<file path="src/sv/mcc_pkg.sv">
// ============================================================================
// mcc_pkg
// Shared types and constants of the multichannel convolution engine.
// ============================================================================
package mcc_pkg;

    localparam int MAX_CHANNELS = 64;
    localparam int MAX_SIDE     = 32;
    localparam int MAX_KERNELS  = 64;
    localparam int MAX_KSIZE    = 3;
    localparam int KAREA        = MAX_KSIZE * MAX_KSIZE;

    localparam int CH_W   = $clog2(MAX_CHANNELS);
    localparam int SIDE_W = $clog2(MAX_SIDE);
    localparam int KER_W  = $clog2(MAX_KERNELS);
    localparam int TAP_W  = $clog2(KAREA);
    localparam int FADDR_W = CH_W + 2 * SIDE_W;
    localparam int WADDR_W = KER_W + CH_W + TAP_W;
    localparam int ACC_W   = 40;

    localparam logic [1:0] CMD_WGT  = 2'd0;
    localparam logic [1:0] CMD_FEAT = 2'd1;
    localparam logic [1:0] CMD_COMP = 2'd2;

    localparam logic [2:0] REG_CH  = 3'd0;
    localparam logic [2:0] REG_H   = 3'd1;
    localparam logic [2:0] REG_W   = 3'd2;
    localparam logic [2:0] REG_K   = 3'd3;
    localparam logic [2:0] REG_PAD = 3'd4;
    localparam logic [2:0] REG_NK  = 3'd5;

    typedef struct packed {
        logic                bad;
        logic [KER_W-1:0]    kidx;
        logic [SIDE_W-1:0]   row;
        logic [SIDE_W-1:0]   col;
    } job_t;

endpackage

</file>
<file path="src/sv/mcc_front.sv">
// ============================================================================
// mcc_front
// Accepts transactions, performs store writes and queues range-checked jobs.
// ============================================================================
module mcc_front (
    input  logic                    clk,
    input  logic                    rst_n,
    input  logic                    in_valid,
    output logic                    in_stall,
    input  logic [1:0]              cmd,
    input  logic [5:0]              kernel_idx,
    input  logic [5:0]              channel,
    input  logic [4:0]              row,
    input  logic [4:0]              col,
    input  logic signed [15:0]      data_value,
    input  logic [6:0]              nk_lim,
    input  logic [6:0]              oh_lim,
    input  logic [6:0]              ow_lim,
    input  logic                    back_busy,
    output logic                    fwe,
    output logic [mcc_pkg::FADDR_W-1:0] fwaddr,
    output logic [15:0]             fwdata,
    output logic                    wwe,
    output logic [mcc_pkg::WADDR_W-1:0] wwaddr,
    output logic [7:0]              wwdata,
    output logic                    job_valid,
    output mcc_pkg::job_t           job,
    input  logic                    job_take
);
    import mcc_pkg::*;

    job_t q_reg [2];
    logic [1:0] cnt_reg;
    logic       rp_reg, wp_reg;
    logic       acc, push;
    job_t       nj;

    // A write waits until every queued or running compute has read the stores.
    assign in_stall  = (cnt_reg == 2'd2) || ((cmd != CMD_COMP) && (job_valid || back_busy));
    assign acc       = in_valid && !in_stall;
    assign push      = acc && (cmd == CMD_COMP);
    assign job_valid = (cnt_reg != 2'd0);
    assign job       = q_reg[rp_reg];

    always_comb
    begin
        nj.kidx = kernel_idx;
        nj.row  = row;
        nj.col  = col;
        nj.bad  = ({1'b0, kernel_idx} >= nk_lim) || ({2'b0, row} >= oh_lim)
                  || ({2'b0, col} >= ow_lim);
    end

    assign fwe    = acc && (cmd == CMD_FEAT);
    assign fwaddr = {channel, row, col};
    assign fwdata = data_value;
    assign wwe    = acc && (cmd == CMD_WGT) && (row < 5'd3) && (col < 5'd3);
    assign wwaddr = {kernel_idx, channel, {2'b0, row[1:0]} * 4'd3 + {2'b0, col[1:0]}};
    assign wwdata = (data_value > 16'sd127) ? 8'sd127 :
                    (data_value < -16'sd128) ? -8'sd128 : data_value[7:0];

    always_ff @(posedge clk or negedge rst_n)
    begin
        if (!rst_n)
        begin
            cnt_reg <= '0;
            rp_reg  <= 1'b0;
            wp_reg  <= 1'b0;
        end
        else
        begin
            if (push)
            begin
                q_reg[wp_reg] <= nj;
                wp_reg <= !wp_reg;
            end
            if (job_take)
            begin
                rp_reg <= !rp_reg;
            end
            cnt_reg <= cnt_reg + {1'b0, push} - {1'b0, job_take};
        end
    end
endmodule

</file>
<file path="config.mk">
export PLATFORM = sky130hd
export DESIGN_NAME = mcc_front
export DESIGN_NICKNAME = d
export VERILOG_FILES = /design/src/sv/mcc_pkg.sv /design/src/sv/mcc_front.sv
export SDC_FILE = /design/constraint.sdc
export NUM_CORES = 1
export LEC_CHECK = 0
export ABC_CLOCK_PERIOD_IN_PS = 3160
export BUFFER_PORTS_ARGS = -buffer_cell sky130_fd_sc_hd__buf_4
export CAP_MARGIN = 20
export CORE_ASPECT_RATIO = 1.2
export CORE_MARGIN = 1.5
export CORE_UTILIZATION = 41
export DETAILED_ROUTE_END_ITERATION = 10
export HOLD_SLACK_MARGIN = 0.05
export PLACE_DENSITY = 0.76
export SLEW_MARGIN = 30
export SYNTH_ARGS = -nofsm -noshare
export SYNTH_HDL_FRONTEND = slang
export SYNTH_SLANG_ARGS = --single-unit
</file>
<file path="constraint.sdc">
create_clock -name clk -period 3.16 [get_ports clk]
set_input_delay 0 -clock clk [delete_from_list [all_inputs] [get_ports clk]]
set_output_delay 0 -clock clk [all_outputs]
set_load 0.005 [all_outputs]
</file>
Word level (Yosys, flattened, before mapping)
Memories as Yosys holds them, arrays and structs flattened.
Index checks and enable logic that the tools add are counted.
Operators by class
  $add $sub $neg: 3
  multipliers: 1
  order comparisons: 7
  equal/unequal tests: 4
  multiplexer cells: 4
  reduce and logical (&&, ||, !) cells: 17
Operators with widths (number)
  > comparator 16 x 8 -> 1 bit, second input constant: 1
  less-than comparator 16 x 8 -> 1 bit, second input constant: 1
  two-way mux 8 bit: 2
  greater-or-equal comparator 5 x 7 -> 1 bit: 2
  less-than comparator 5 x 2 -> 1 bit, second input constant: 2
  logical AND 1 bit: 8
  greater-or-equal comparator 6 x 7 -> 1 bit: 1
  adder 4 x 2 -> 4 bit: 1
  == test 2 bit, second input constant: 2
  logical OR 1 bit: 4
  multiplier 2 x 2 -> 4 bit, second input constant: 1
  logical NOT 1 bit: 3
  adder 2 x 1 -> 2 bit: 1
  == test 2 x 1 -> 1 bit, second input constant: 1
  logical NOT 2 bit: 1
  two-way mux 1 bit: 2
  inequality test 2 bit, second input constant: 1
  nonzero test 2 bit: 1
  subtractor 2 x 1 -> 2 bit: 1
Storage, ports and cells
  register bits after elaboration: 4
  memory bits (writable): 34
  input bits: 66
  output and inout bits: 77
  logic and storage cells: 40
  memories kept: 1
Memory list
  q_reg: depth 2, width 17, rd ports 1, clocked after memory_dff 0, write ports 1, RTL line mcc_front.sv:32  | job_t q_reg [2];

Logic depth before layout (Yosys ltp)
  word-level depth: 10
  gate-level depth with buffers: 8
  gate-level depth less buffers: 8

Worst setup path after synthesis
OpenSTA, ideal clock, no wires.
  path kind: reg2reg
  start point: reg cnt_reg[0]
  end point: mem q_reg[0][0] in the netlist's numbering, enable pin
  library setup time: 0.391 ns
  arrival: 1.489 ns
  required time: 2.769 ns
  path slack: 1.280 ns
  cell stages (with the launch flop): 5
  buffers on the path: 0
  period minus slack after synthesis: 1.880 ns
  cells stage by stage: dfrtp_1 > nand2b_1 > and3_1 > nand2_1 > nor2_1
On the way
  cells in the longest elaborated chain, start to end: 10
  elaborated cells on any way between the ends: 11
  those cells by class: eq/ne: 1; mux: 2; reduce/logical: 8
RTL lines
  start: declaration: RTL line mcc_front.sv:33  | logic [1:0] cnt_reg;
  start signal: assignment: RTL line mcc_front.sv:81  | cnt_reg <= cnt_reg + {1'b0, push} - {1'b0, job_take};
  nonzero test 2 bit: RTL line mcc_front.sv:42  | assign job_valid = (cnt_reg != 2'd0);
  logical OR 1 bit: RTL line mcc_front.sv:39  | assign in_stall = (cnt_reg == 2'd2) || ((cmd != CMD_COMP) && (job_valid || back_busy));
  logical AND 1 bit: RTL line mcc_front.sv:39
  logical OR 1 bit *: RTL line mcc_front.sv:39
  logical NOT 1 bit *: RTL line mcc_front.sv:40  | assign acc = in_valid && !in_stall;
  logical AND 1 bit *: RTL line mcc_front.sv:40
  logical AND 1 bit *: RTL line mcc_front.sv:41  | assign push = acc && (cmd == CMD_COMP);
  two-way mux 1 bit *: RTL line mcc_front.sv:72  | if (push)
  logical AND 1 bit (not written as such) *: RTL line mcc_front.sv:74  | q_reg[wp_reg] <= nj;
  two-way mux 1 bit (not written as such) *: RTL line mcc_front.sv:74
  end: declaration: RTL line mcc_front.sv:32
Every way passes the cells marked *; elsewhere a longest branch is shown, timed or not.

Final worst setup path
  start point: in row[0]
  end point: out wwaddr[2] in the netlist's numbering
On the way
  cells in the longest elaborated chain, start to end: 2
RTL lines
  start: declaration: RTL line mcc_front.sv:13  | input logic [4:0] row,
  multiplier 2 x 2 -> 4 bit: RTL line mcc_front.sv:58  | assign wwaddr = {kernel_idx, channel, {2'b0, row[1:0]} * 4'd3 + {2'b0, col[1:0]}};
  adder 4 x 2 -> 4 bit: RTL line mcc_front.sv:58
  end: declaration: RTL line mcc_front.sv:24  | output logic [mcc_pkg::WADDR_W-1:0] wwaddr,
Every way passes these cells.

==> results.md <==
* Max Buffers Root-to-Sink at 2
* Synth Area per Inst at approximately 12 sq um
* Largest family of logic cells by synthesized area: buffers and inverters
* CP startpoint: row[0]
* Port-buffer cells at 124
* P_sw at 405.6 uW
* Net Count, Synth at between 200 and 300
* Worst slew pin tran at between 0.9 and 1 ns
* Met1 wire length at 2015 microns
* First-pass GRT wire length at roughly 8000 microns
* R2r setup slk at 1.24 ns
* Starting Density at 42.31%
* Synth cell types at 33
* Antenna violations before repair at 0
* Total clock buffers created by CTS at 5
* CP max stage cell: dlygate4sd3_1
* RR Startpoint: cnt_reg[0]
* Post-CTS Hold Buffers at 25
* Commonest cells in the netlist: buf_4, edfxtp_1, ha_1
* Post-CTS setup buffer count at 0
* Critical path class: primary input to primary output
* Antenna-violating nets left at 0
* Min-Delay Path Class: primary input to flop
* Met2 wire length at 2665 microns
* Worst path max stage delay at 0.53 ns
* Residual DRC at 0
* H-tree lvl count at 2
* Synthesized cell area at 2382 sq um
* Post-synth ARST share at 10.53%
* P_int at 1.154 mW
* Highest routed layer: met4
* CTS tree: built
* Crit start category: primary input
* Leading area contributor after synthesis: edfxtp_1
* Post_cts resized at 0
* Fmax achieved at 506.0 MHz
* Post-DP HPWL at 3843 microns
* Seq/Total Area, Yosys at 47.06%
* Chip height at roughly 87 microns
* Buffers and inverters on the worst path at 3
* Top FF cell, synth: edfxtp_1
* Syn. warnings at 0
* Clock sink total at 38
* Fillers at about 470
* Drt via density at 4.680
* Global Route Usage Sum at 16.78%
* RSZ-0062 raised after global routing: no
* Placed Cells at about 340
* Count leader, synth: buf_4
* Final min period at 1.976 ns
* Max transition margin at 38.86%
* Xor and xnor area share after synthesis at 1.471%
* Via Count at 1,755
* Routed WL at between 5000 and 6000 microns
* 1st-iter DRT viols at 26
* Post-synth EDFFs at 34
* Sequential Power Share at 42.3%
* P&R area growth vs syn at 43.07%
* Crit. End Element: primary output
* Reg clk slew, reported paths at 0.07 ns
* Crit path max fanout at 7
* # IOs at about 140
* Synth Area in Simple Gates at 7.563%
* Hold Crit Start: in_valid
* Worst vdd ir at ~0.43 mV
* Pre-Repair DR Iteration Count at 4
* Mux share of post-synthesis cell area at around 8.0%
* Die area at between 6000 and 7000 sq um
* Core footprint at ~5600 sq um
* Final Skew at roughly 0.0072 ns
* Largest net degree at the start of global routing at 19
* Fin. Hold Viols at 0
* Synthesized instance count at 201
* # diodes at 0
* Layout cells sized above 1 at a little under half
* Compound-Gate Fraction of Synth Area at approximately 6.2%
* Clk pwr share at 25.3%
* Final Max Tran Viols at 0
* Max reg flops at 34
* Post-Layout Cell Count at ~380
* Max-cap viol count at 0
* Leakage power at 1.560 nW
* Met3 WL post-DR at 377 microns
* Sw frac at a little over a quarter
* Gate power share at 32.4%
* Worst endpoint required time at ~3.2 ns
* Synth Register Bits at 38
* Outcome: finished clean
* Post-synth top area share at 42.86%
* Layout Nets at 398
* Power Total at 1.559 mW
* Chip width at 72.59 microns
* Setup Total Neg Slack at 0 ns
* Clk_lat worst skew at 0.29 ns
* Fin crit share at 62.54%
* Floorplan row count at 30
* Power density over the cells at 457.4 nW/um^2
* Total gr overflow at 0
* CTS root buffer: clkbuf_8
* Largest delay share family, worst path: adder cells
* Final RePlAce weighted congestion at 0.7163
* Post-DR wirelength/cell at 13.65 microns
* Worst-path cell chain: dlygate4sd3_1 > buf_4 > fa_1 > ha_1 > fa_1 > buf_4
* Post-synthesis adder-cell area fraction at between 10% and 20%
* Setup-failing EPs final at 0
* Worst Path Arrival at 1.98 ns
* Synth top area cells: edfxtp_1, buf_4, ha_1
* Number of global-route vias before repair at 1,795
[layout by cell type (no fill, tap or decap), types with 3 or more instances in the layout]
master / n
a21oi_1: 7
buf_4: 124
clkbuf_8: 5
dfrtp_1: 4
dlygate4sd3_1: 25
edfxtp_1: 34
ha_1: 20
inv_1: 19
mux2_1: 8
mux2_2: 9
nand3_1: 3
nand4_1: 3
nor2_1: 7
nor3_1: 3
nor4_1: 3
o21a_1: 7
[worst reg2reg max path, delay by kind of cell, from the launching register on]
kind,cells,cell delay (ns)
simple gates,4,1.16
flops,1,0.38
[stage by stage]
stage               worst slack [ns]  area [sq um]  util (%)  hold slack (ns)
finish                         1.184          3408     60.53           0.1292
global route                   1.060          3408     60.53           0.1599
CTS                            1.180          3408     60.53           0.1231
detailed placement             1.198          3052     54.20          -0.1949
global placement               1.324          3052     54.20          -0.1957
floorplan                      1.280          2382         -          -0.2956
[area by class of cell]
type	instances	area (sq um)	share of cell area, %
inverter	19	71.32	2.093
tap	64	80.08	2.349
sequential	38	1121	32.89
timing repair buffer	149	1181	34.65
clock inverter	1	30.03	0.8811
multi-input combinational	97	848.3	24.89
clock buffer	7	76.32	2.239
[final timing paths]
check,to,depth (start not counted)
setup / recovery,wwaddr[2],6
hold / removal,wp_reg,3
setup reg to reg,q_reg[0][1],4
hold reg to reg,cnt_reg[1],1
max in group asynchronous,cnt_reg[1],3
min in group asynchronous,rp_reg,3
[power by group through the flow]
stage                     Clock (mW)  Combinational [mW]  Sequential, mW
after floorplan                    0               0.294           0.619
after global placement             0               0.476           0.669
after detailed placement           0               0.485           0.674
after CTS                      0.406               0.516           0.662
after global routing           0.432               0.558           0.668
final                          0.394               0.506           0.660
[routing by layer]
metal  up-vias  global-route usage [%]
met5         -                       0
li1        881                       -
met4         0                   4.803
met3         7                   5.465
met2        69                   29.77
met1       798                   19.13
[logic make-up (layout without fill, tap and decap cells)]
family	Yosys count	in the layout
buffers and inverters	66	176
adder cells (fa/ha/maj)	22	22
XOR/XNOR	4	4
AND/OR/NAND/NOR	32	32
multiplexers	17	17
AO/OA/AOI/OAI	22	22
flip-flops	38	38
Note: power is estimated with default switching activity, not from simulation.
