### config.mk
export PLATFORM = sky130hd
export DESIGN_NAME = mcc_back
export DESIGN_NICKNAME = d
export VERILOG_FILES = /design/src/sv/mcc_pkg.sv /design/src/sv/mcc_back.sv
export SDC_FILE = /design/constraint.sdc
export NUM_CORES = 2
export LEC_CHECK = 0
export BUFFER_PORTS_ARGS = -buffer_cell sky130_fd_sc_hd__buf_2
export CAP_MARGIN = 20
export CORE_MARGIN = 1.5
export CORE_UTILIZATION = 60
export CTS_CLUSTER_DIAMETER = 30
export DETAILED_ROUTE_END_ITERATION = 10
export PLACE_DENSITY = 0.84
export SYNTH_ARGS = -nofsm -noshare
export SYNTH_HDL_FRONTEND = slang
export SYNTH_SLANG_ARGS = --single-unit
### constraint.sdc
create_clock -name clk -period 8.4 [get_ports clk]
set_input_delay 0 -clock clk [delete_from_list [all_inputs] [get_ports clk]]
set_output_delay 0 -clock clk [all_outputs]
set_load 0.01 [all_outputs]
### src/sv/mcc_pkg.sv
// ============================================================================
// mcc_pkg
// Shared types and constants of the multichannel convolution engine.
// ============================================================================
package mcc_pkg;

    localparam int MAX_CHANNELS = 64;
    localparam int MAX_SIDE     = 32;
    localparam int MAX_KERNELS  = 64;
    localparam int MAX_KSIZE    = 3;
    localparam int KAREA        = MAX_KSIZE * MAX_KSIZE;

    localparam int CH_W   = $clog2(MAX_CHANNELS);
    localparam int SIDE_W = $clog2(MAX_SIDE);
    localparam int KER_W  = $clog2(MAX_KERNELS);
    localparam int TAP_W  = $clog2(KAREA);
    localparam int FADDR_W = CH_W + 2 * SIDE_W;
    localparam int WADDR_W = KER_W + CH_W + TAP_W;
    localparam int ACC_W   = 40;

    localparam logic [1:0] CMD_WGT  = 2'd0;
    localparam logic [1:0] CMD_FEAT = 2'd1;
    localparam logic [1:0] CMD_COMP = 2'd2;

    localparam logic [2:0] REG_CH  = 3'd0;
    localparam logic [2:0] REG_H   = 3'd1;
    localparam logic [2:0] REG_W   = 3'd2;
    localparam logic [2:0] REG_K   = 3'd3;
    localparam logic [2:0] REG_PAD = 3'd4;
    localparam logic [2:0] REG_NK  = 3'd5;

    typedef struct packed {
        logic                bad;
        logic [KER_W-1:0]    kidx;
        logic [SIDE_W-1:0]   row;
        logic [SIDE_W-1:0]   col;
    } job_t;

endpackage

### src/sv/mcc_back.sv
// ============================================================================
// mcc_back
// Executes compute jobs: one channel of the window per cycle, nine taps wide.
// ============================================================================
module mcc_back (
    input  logic                    clk,
    input  logic                    rst_n,
    input  logic                    job_valid,
    input  mcc_pkg::job_t           job,
    output logic                    job_take,
    output logic                    busy,
    input  logic [6:0]              nc_lim,
    input  logic [5:0]              h_lim,
    input  logic [5:0]              w_lim,
    input  logic [1:0]              k_lim,
    input  logic                    pad,
    output logic [mcc_pkg::FADDR_W-1:0] fraddr [mcc_pkg::KAREA],
    input  logic [15:0]             frdata [mcc_pkg::KAREA],
    output logic [mcc_pkg::CH_W+mcc_pkg::KER_W-1:0] wraddr,
    input  logic [8*mcc_pkg::KAREA-1:0] wrdata,
    output logic                    out_valid,
    input  logic                    out_stall,
    output logic signed [15:0]      conv_value,
    output logic                    saturated,
    output logic                    status
);
    import mcc_pkg::*;

    typedef enum logic [1:0] {S_IDLE, S_RUN, S_DRAIN, S_DONE} state_t;

    state_t state_reg;
    job_t   j_reg;
    logic [CH_W:0] c_reg;
    logic          v1_reg, v2_reg, last1_reg, last2_reg;
    logic [KAREA-1:0] m1_reg, m_cur;
    logic signed [ACC_W-1:0] acc_reg;
    logic signed [23:0] p_reg [KAREA];
    logic out_valid_reg;
    logic signed [15:0] val_reg;
    logic sat_reg, st_reg;
    logic signed [ACC_W-1:0] psum, accn;

    assign job_take = job_valid && (state_reg == S_IDLE) && !out_valid_reg;
    assign busy     = (state_reg != S_IDLE);
    assign wraddr   = {j_reg.kidx, c_reg[CH_W-1:0]};

    always_comb
    begin
        for (int t = 0; t < KAREA; t++)
        begin
            logic signed [7:0] ir, ic;
            ir = $signed({3'b0, j_reg.row}) + 8'(t / 3) - $signed({7'b0, pad});
            ic = $signed({3'b0, j_reg.col}) + 8'(t % 3) - $signed({7'b0, pad});
            m_cur[t] = (8'(t / 3) < {6'b0, k_lim}) && (8'(t % 3) < {6'b0, k_lim})
                       && (ir >= 0) && (ir < $signed({2'b0, h_lim}))
                       && (ic >= 0) && (ic < $signed({2'b0, w_lim}));
            fraddr[t] = {c_reg[CH_W-1:0], ir[SIDE_W-1:0], ic[SIDE_W-1:0]};
        end
    end

    always_comb
    begin
        psum = '0;
        for (int t = 0; t < KAREA; t++)
        begin
            psum = psum + ACC_W'(p_reg[t]);
        end
        accn = acc_reg + (v2_reg ? psum : '0);
    end

    always_ff @(posedge clk or negedge rst_n)
    begin
        if (!rst_n)
        begin
            state_reg     <= S_IDLE;
            out_valid_reg <= 1'b0;
            v1_reg        <= 1'b0;
            v2_reg        <= 1'b0;
            last1_reg     <= 1'b0;
            last2_reg     <= 1'b0;
        end
        else
        begin
            if (out_valid_reg && !out_stall)
            begin
                out_valid_reg <= 1'b0;
            end
            v1_reg    <= 1'b0;
            last1_reg <= 1'b0;
            v2_reg    <= v1_reg;
            last2_reg <= last1_reg;
            m1_reg    <= m_cur;
            for (int t = 0; t < KAREA; t++)
            begin
                p_reg[t] <= (v1_reg && m1_reg[t]) ?
                    24'($signed(frdata[t]) * $signed(wrdata[8*t +: 8])) : '0;
            end
            acc_reg <= accn;
            case (state_reg)
                S_IDLE:
                begin
                    if (job_take)
                    begin
                        j_reg   <= job;
                        c_reg   <= '0;
                        acc_reg <= '0;
                        if (job.bad)
                        begin
                            val_reg       <= '0;
                            sat_reg       <= 1'b0;
                            st_reg        <= 1'b1;
                            out_valid_reg <= 1'b1;
                        end
                        else
                        begin
                            state_reg <= S_RUN;
                        end
                    end
                end
                S_RUN:
                begin
                    v1_reg    <= 1'b1;
                    last1_reg <= (c_reg + 1'b1 == nc_lim);
                    c_reg     <= c_reg + 1'b1;
                    if (c_reg + 1'b1 == nc_lim)
                    begin
                        state_reg <= S_DRAIN;
                    end
                end
                S_DRAIN:
                begin
                    if (last2_reg)
                    begin
                        state_reg <= S_DONE;
                    end
                end
                S_DONE:
                begin
                    st_reg  <= 1'b0;
                    sat_reg <= (acc_reg[ACC_W-1:22] != {18{acc_reg[ACC_W-1]}});
                    if (acc_reg[ACC_W-1:22] == {18{acc_reg[ACC_W-1]}})
                    begin
                        val_reg <= acc_reg[22:7];
                    end
                    else
                    begin
                        val_reg <= acc_reg[ACC_W-1] ? -16'sd32768 : 16'sd32767;
                    end
                    out_valid_reg <= 1'b1;
                    state_reg     <= S_IDLE;
                end
                default:
                begin
                    state_reg <= S_IDLE;
                end
            endcase
        end
    end

    assign out_valid  = out_valid_reg;
    assign conv_value = val_reg;
    assign saturated  = sat_reg;
    assign status     = st_reg;
endmodule

* Word-level counts from Yosys, hierarchy flattened *
Memories as Yosys holds them, arrays and structs flattened.
Cells that the tools add are included.

word-level totals
  flip-flop bits (word level) = 97
  RAM bits = 216
  input port bits = 259
  output and inout bits = 177
  logic and storage cells = 169
  memories = 1

operators by class
  $add $sub $neg = 20
  multiply operators = 9
  $lt $le $gt $ge = 15
  equal/unequal tests = 11
  mux-type cells = 37
  reduce and logical (&&, ||, !) cells = 61

memory list
  memory  words  bits a word  rd ports  clocked after Yosys merged registers in  wr ports  line            RTL
  p_reg   9      24           9         0                                        9         mcc_back.sv:37  logic signed [23:0] p_reg [KAREA];

operators with widths
  cell                                                                                  count
  16-bit by 8-bit multiplier with 24-bit output                                         9
  24-bit 2-to-1 mux                                                                     9
  40-bit 2-to-1 mux                                                                     3
  16-bit 2-to-1 mux                                                                     4
  1-bit logical AND                                                                     51
  40-bit adder                                                                          1
  31-bit by 24-bit adder with 32-bit output                                             1
  16-bit case mux with 2 select lines                                                   1
  30-bit by 24-bit adder with 31-bit output                                             1
  29-bit by 24-bit adder with 30-bit output                                             1
  28-bit by 24-bit adder with 29-bit output                                             1
  27-bit by 24-bit adder with 28-bit output                                             1
  7-bit by 1-bit greater-or-equal comparator with 1-bit output (second input constant)  4
  7-bit < comparator                                                                    4
  6-bit by 1-bit subtractor with 7-bit output                                           4
  26-bit by 24-bit adder with 27-bit output                                             1
  25-bit by 24-bit adder with 26-bit output                                             1
  24-bit by 24-bit adder with 25-bit output                                             1
  17-bit == test                                                                        1
  17-bit != test                                                                        1
  6-bit by 7-bit < comparator with 1-bit output                                         2
  7-bit case mux with 2 select lines                                                    1
  5-bit by 1-bit adder with 6-bit output (second input constant)                        2
  5-bit by 2-bit adder with 6-bit output (second input constant)                        2
  19 further kinds                                                                      46

* Logic depth before layout (Yosys ltp) *
  depth after elaboration = 12
  gate-level depth with buffers = 30
  mapped depth without buffers = 30

* Least setup slack after synthesis *
OpenSTA, ideal clock, no wires.

  kind = flip-flop to flip-flop
  from = memory p_reg[6][2], in the netlist p_reg[0][146]
  to = register acc_reg[33], data pin
  library setup time = 270 ps
  arrival = 6462 ps
  required time = 8130 ps
  path slack = 1669 ps
  cell stages (with the launch flop) = 29
  path buffers = 0
  period minus slack after synthesis = 6731 ps
  cell sequence = edfxtp_1 -> fa_1 -> fa_1 -> fa_1 -> inv_1 -> fa_1 -> inv_1 -> ha_1 -> inv_1 -> fa_1 -> nor2b_1 -> o21a_1 -> o21ai_0 -> a211o_1 -> a21oi_1 -> o2111ai_1 -> a31oi_1 -> o21a_1 -> nor3_1 -> ha_1 -> a21o_1 -> a21o_1 -> a21oi_1 -> o21ai_0 -> a41oi_1 -> nand2_1 -> a311oi_1 -> xor2_1 -> nor2_1

RTL lines
  element                 line            RTL
  start: declaration      mcc_back.sv:37
  end signal: assignment  mcc_back.sv:98  acc_reg <= accn;
  end: declaration        mcc_back.sv:36  logic signed [ACC_W-1:0] acc_reg;

==> implementation parameters <==
Parameter                              Value

Worst setup path
  Top cell family by delay on the critical path    compound AO/OA/AOI/OAI gates
  Crit Path Category    reg -> reg
  Arrival time at the worst endpoint    about 8 ns
  Max FO, Critical Path    5
  Category of the worst setup path capture point    register
  Reg-to-reg endpoint    acc_reg[33]
  Number of buffers and inverters on the critical path    3
  Most prevalent standard cell on the critical path    sky130_fd_sc_hd__fa_1
  Setup slack of the most critical reg-to-reg path    0.67 ns
  Largest stage delay on the critical path    0.59 ns
  Library cell contributing the largest single delay on the critical path    sky130_fd_sc_hd__fa_1
  Reg2Reg Launch Point    p_reg[0][146]
  Critical path required time    8.74 ns
  Category of the worst setup path launch point    register
  R2R depth    28

STA
  Setup skew after layout    0.0291 ns
  Setup repair after global routing missed its margin    no
  Sum of negative setup slack    0 ns
  Number of failing setup endpoints in the final timing report    0
  Maximum clock frequency    around 130 MHz
  Max-Slew Margin vs Limit    between 20% and 30%
  Final critical delay including setup and external delays    7.73 ns
  Hold Fails Final Rpt    0
  Actual transition at the worst max-transition pin    1.13 ns
  Post-route fraction of the period consumed by the critical path    92.1%
  Fin. max-slew vios    0

Global route
  First-pass GRT wire length    roughly 250000 µm
  Total gr overflow    0
  Number of global-route vias before repair    slightly below 50000
  Maximum number of pins on one net before global-route repair    approximately 110
  Overall Global Routing Usage    between 30% and 40%
  Number of antenna violations at the first check in global routing    13

Detailed routing
  Number of DRC markers in iteration 0    ~3200
  Routed via count    ~45000
  Detailed-router iteration count before antenna repair    6
  Wirelength, routed    154000 µm
  Routed length per placed instance    between 15 and 20 µm
  Number of remaining DRC errors    0
  Via density    between 5 and 6
  Number of nets still failing antenna checks after routing    0

Yosys
  Number of warning messages in the yosys log    0
  Portion of the post-synthesis area used by sequential elements    roughly 15%
  Distinct cells, synth    70
  Mapped Area    a little over 0.06 mm²
  Syn nets    8340
  Top cell type's share of synthesized area    a little over a third
  Ranking of synthesized cells by instance count    sky130_fd_sc_hd__inv_1 (1432), sky130_fd_sc_hd__fa_1 (1099), sky130_fd_sc_hd__and2_1 (731)
  Cells after synthesis    about 6500
  Cell with the most instances after synthesis    sky130_fd_sc_hd__inv_1
  Commonest register cell after synthesis    sky130_fd_sc_hd__edfxtp_1
  Average size of a mapped cell    ~9.5 µm²
  Async set-reset flop share out of synthesis    roughly 2.2%
  Synth area leaders    sky130_fd_sc_hd__fa_1 (36%), sky130_fd_sc_hd__edfxtp_1 (15%), sky130_fd_sc_hd__ha_1 (11%), sky130_fd_sc_hd__inv_1 (8.8%), sky130_fd_sc_hd__and2_1 (7.5%)
  Post-synth EDFFs    around 300
  Flip-flop and latch count after synthesis    313
  Top cell type by total area after synthesis    sky130_fd_sc_hd__fa_1

Final layout
  Area taken by flip-flops and latches    around 0.0094 mm²
  Max FFs per register    216
  Net count of the finished layout    8645
  Multi-input combinational cell area    approximately 0.045 mm²
  Area growth from synthesis to layout    8.25%
  Share of post-route cells with drive strength above 1    8.33%
  Total of fill cells in the finished design    approximately 8000

Worst hold path
  Min-Delay Startpoint    wrdata[48]
  Hold Path Depth    3
  Hold Path End    p_reg[0][144]
  Hold crit path type    in -> reg

Clocking
  Clock net sink count    313
  Clock tree from TritonCTS    yes
  Num CTS Buffers    59
  Number of instances resized during post-cts repair    0
  Clk_lat worst skew    0.63 ns
  Maximum clock path buffer count    3
  Clock transition at path regs    approximately 0.060 ns
  Maximum level of the CTS H-tree    2
  Setup fix buffers added after clock tree synthesis    0
  Hold buffer count at cts    42
  Cell at the root of the clock tree    sky130_fd_sc_hd__clkbuf_16

Placed design
  DPL Wire Length    roughly 130000 µm
  Routability cong.    about 0.96
  Number of port buffers    around 440

Outcome
  Status    complete, no violations

Floorplan
  Top Ports    436
  Die Y-Extent    around 320 µm
  DIE AREA    around 0.10 mm²
  Cell row count    approximately 120
  Starting density of the core    60.4%
  Core area    around 0.10 mm²
  Die width    323 µm

Job
  Max-cap check violation count    0
[final cells by class]
type / instances / area share (%)
clock inverter: 44 / 0.763
timing repair buffer: 483 / 4.03
tap: 1368 / 2.58
clock buffer: 66 / 2.30
inverter: 1432 / 8.10
multi-input combinational: 4467 / 68.1
sequential: 313 / 14.1
antenna: 9 / 0.0339
[cells in the final DEF, fill, tap and decap left out, types with 16 or more instances in the layout]
cell type,n
sky130_fd_sc_hd__a21oi_1,170
sky130_fd_sc_hd__ha_1,531
sky130_fd_sc_hd__o21a_1,39
sky130_fd_sc_hd__and3_1,60
sky130_fd_sc_hd__and2_1,731
sky130_fd_sc_hd__buf_2,434
sky130_fd_sc_hd__a21o_1,71
sky130_fd_sc_hd__dlygate4sd3_1,42
sky130_fd_sc_hd__o21bai_1,26
sky130_fd_sc_hd__nand2b_1,162
sky130_fd_sc_hd__a31oi_1,16
sky130_fd_sc_hd__edfxtp_1,306
sky130_fd_sc_hd__nor2_1,298
sky130_fd_sc_hd__xor2_1,96
sky130_fd_sc_hd__nor3_1,92
sky130_fd_sc_hd__nand2_1,424
sky130_fd_sc_hd__inv_1,1432
sky130_fd_sc_hd__or3_1,27
sky130_fd_sc_hd__o21ai_0,148
sky130_fd_sc_hd__nor2b_1,50
sky130_fd_sc_hd__a211oi_1,42
sky130_fd_sc_hd__nand3_1,45
sky130_fd_sc_hd__xnor2_1,147
sky130_fd_sc_hd__fa_1,1099
sky130_fd_sc_hd__clkbuf_16,60
[how the worst max path moves through the flow]
stage                  start           to  slack [ns]  cells after the start
3_3_place_gp   p_reg[0][146]  acc_reg[37]        0.92                     28
2_1_floorplan  p_reg[0][146]  acc_reg[33]        1.67                     28
3_5_place_dp   p_reg[0][146]  acc_reg[37]        0.83                     28
5_1_grt        p_reg[0][146]  acc_reg[37]        0.19                     28
4_1_cts        p_reg[0][146]  acc_reg[37]        0.77                     28
6_report       p_reg[0][146]  acc_reg[33]        0.67                     28
[worst register-to-register path: cells and delay by family (launching register included)]
family / cells / cell delay [ns]
compound gates: 13 / 3.15
xor+xnor: 1 / 0.18
buf+inv: 3 / 0.21
fa+ha+maj: 7 / 3.07
simple gates: 4 / 0.45
flops: 1 / 0.41
[cell families (layout without fill, tap and decap cells)]
kind of cell / after synthesis / count (layout) / synth area share [%]
other cells: 0 / 9 / 0
mux: 4 / 4 / 0.0673
flops: 313 / 313 / 15.3
buf+inv: 1671 / 2025 / 11.0
fa+ha+maj: 1630 / 1630 / 46.7
xor+xnor: 243 / 243 / 3.47
simple gates: 1966 / 1966 / 16.9
compound gates: 624 / 624 / 6.54
[stage by stage]
stage | std cells | cell area (µm²) | util [%] | hold WS, ns | setup slack, ns
2_1_floorplan | 6451 | 61300 | - | -0.296 | 1.67
3_3_place_gp | 8020 | 63900 | 62.9 | 0.100 | 0.920
3_5_place_dp | 8020 | 63900 | 62.9 | 0.116 | 0.828
4_1_cts | 8172 | 66300 | 65.3 | 0.00469 | 0.766
5_1_grt | 8181 | 66400 | 65.3 | 0.0371 | 0.192
6_report | 8182 | 66400 | 65.4 | 0.0120 | 0.667
[metal layers]
layer	GRT usage [%]	share of wire, %	vias up
li1	-	-	20500
met1	36.9	38	22600
met2	54.0	51	1764
met3	4.01	6.5	426
met4	13.6	5.1	4
met5	0	0.016	-
Power is left out: the tool's default activity adds up to more than one toggle a clock period on the data nets, which glitch-free logic cannot reach.
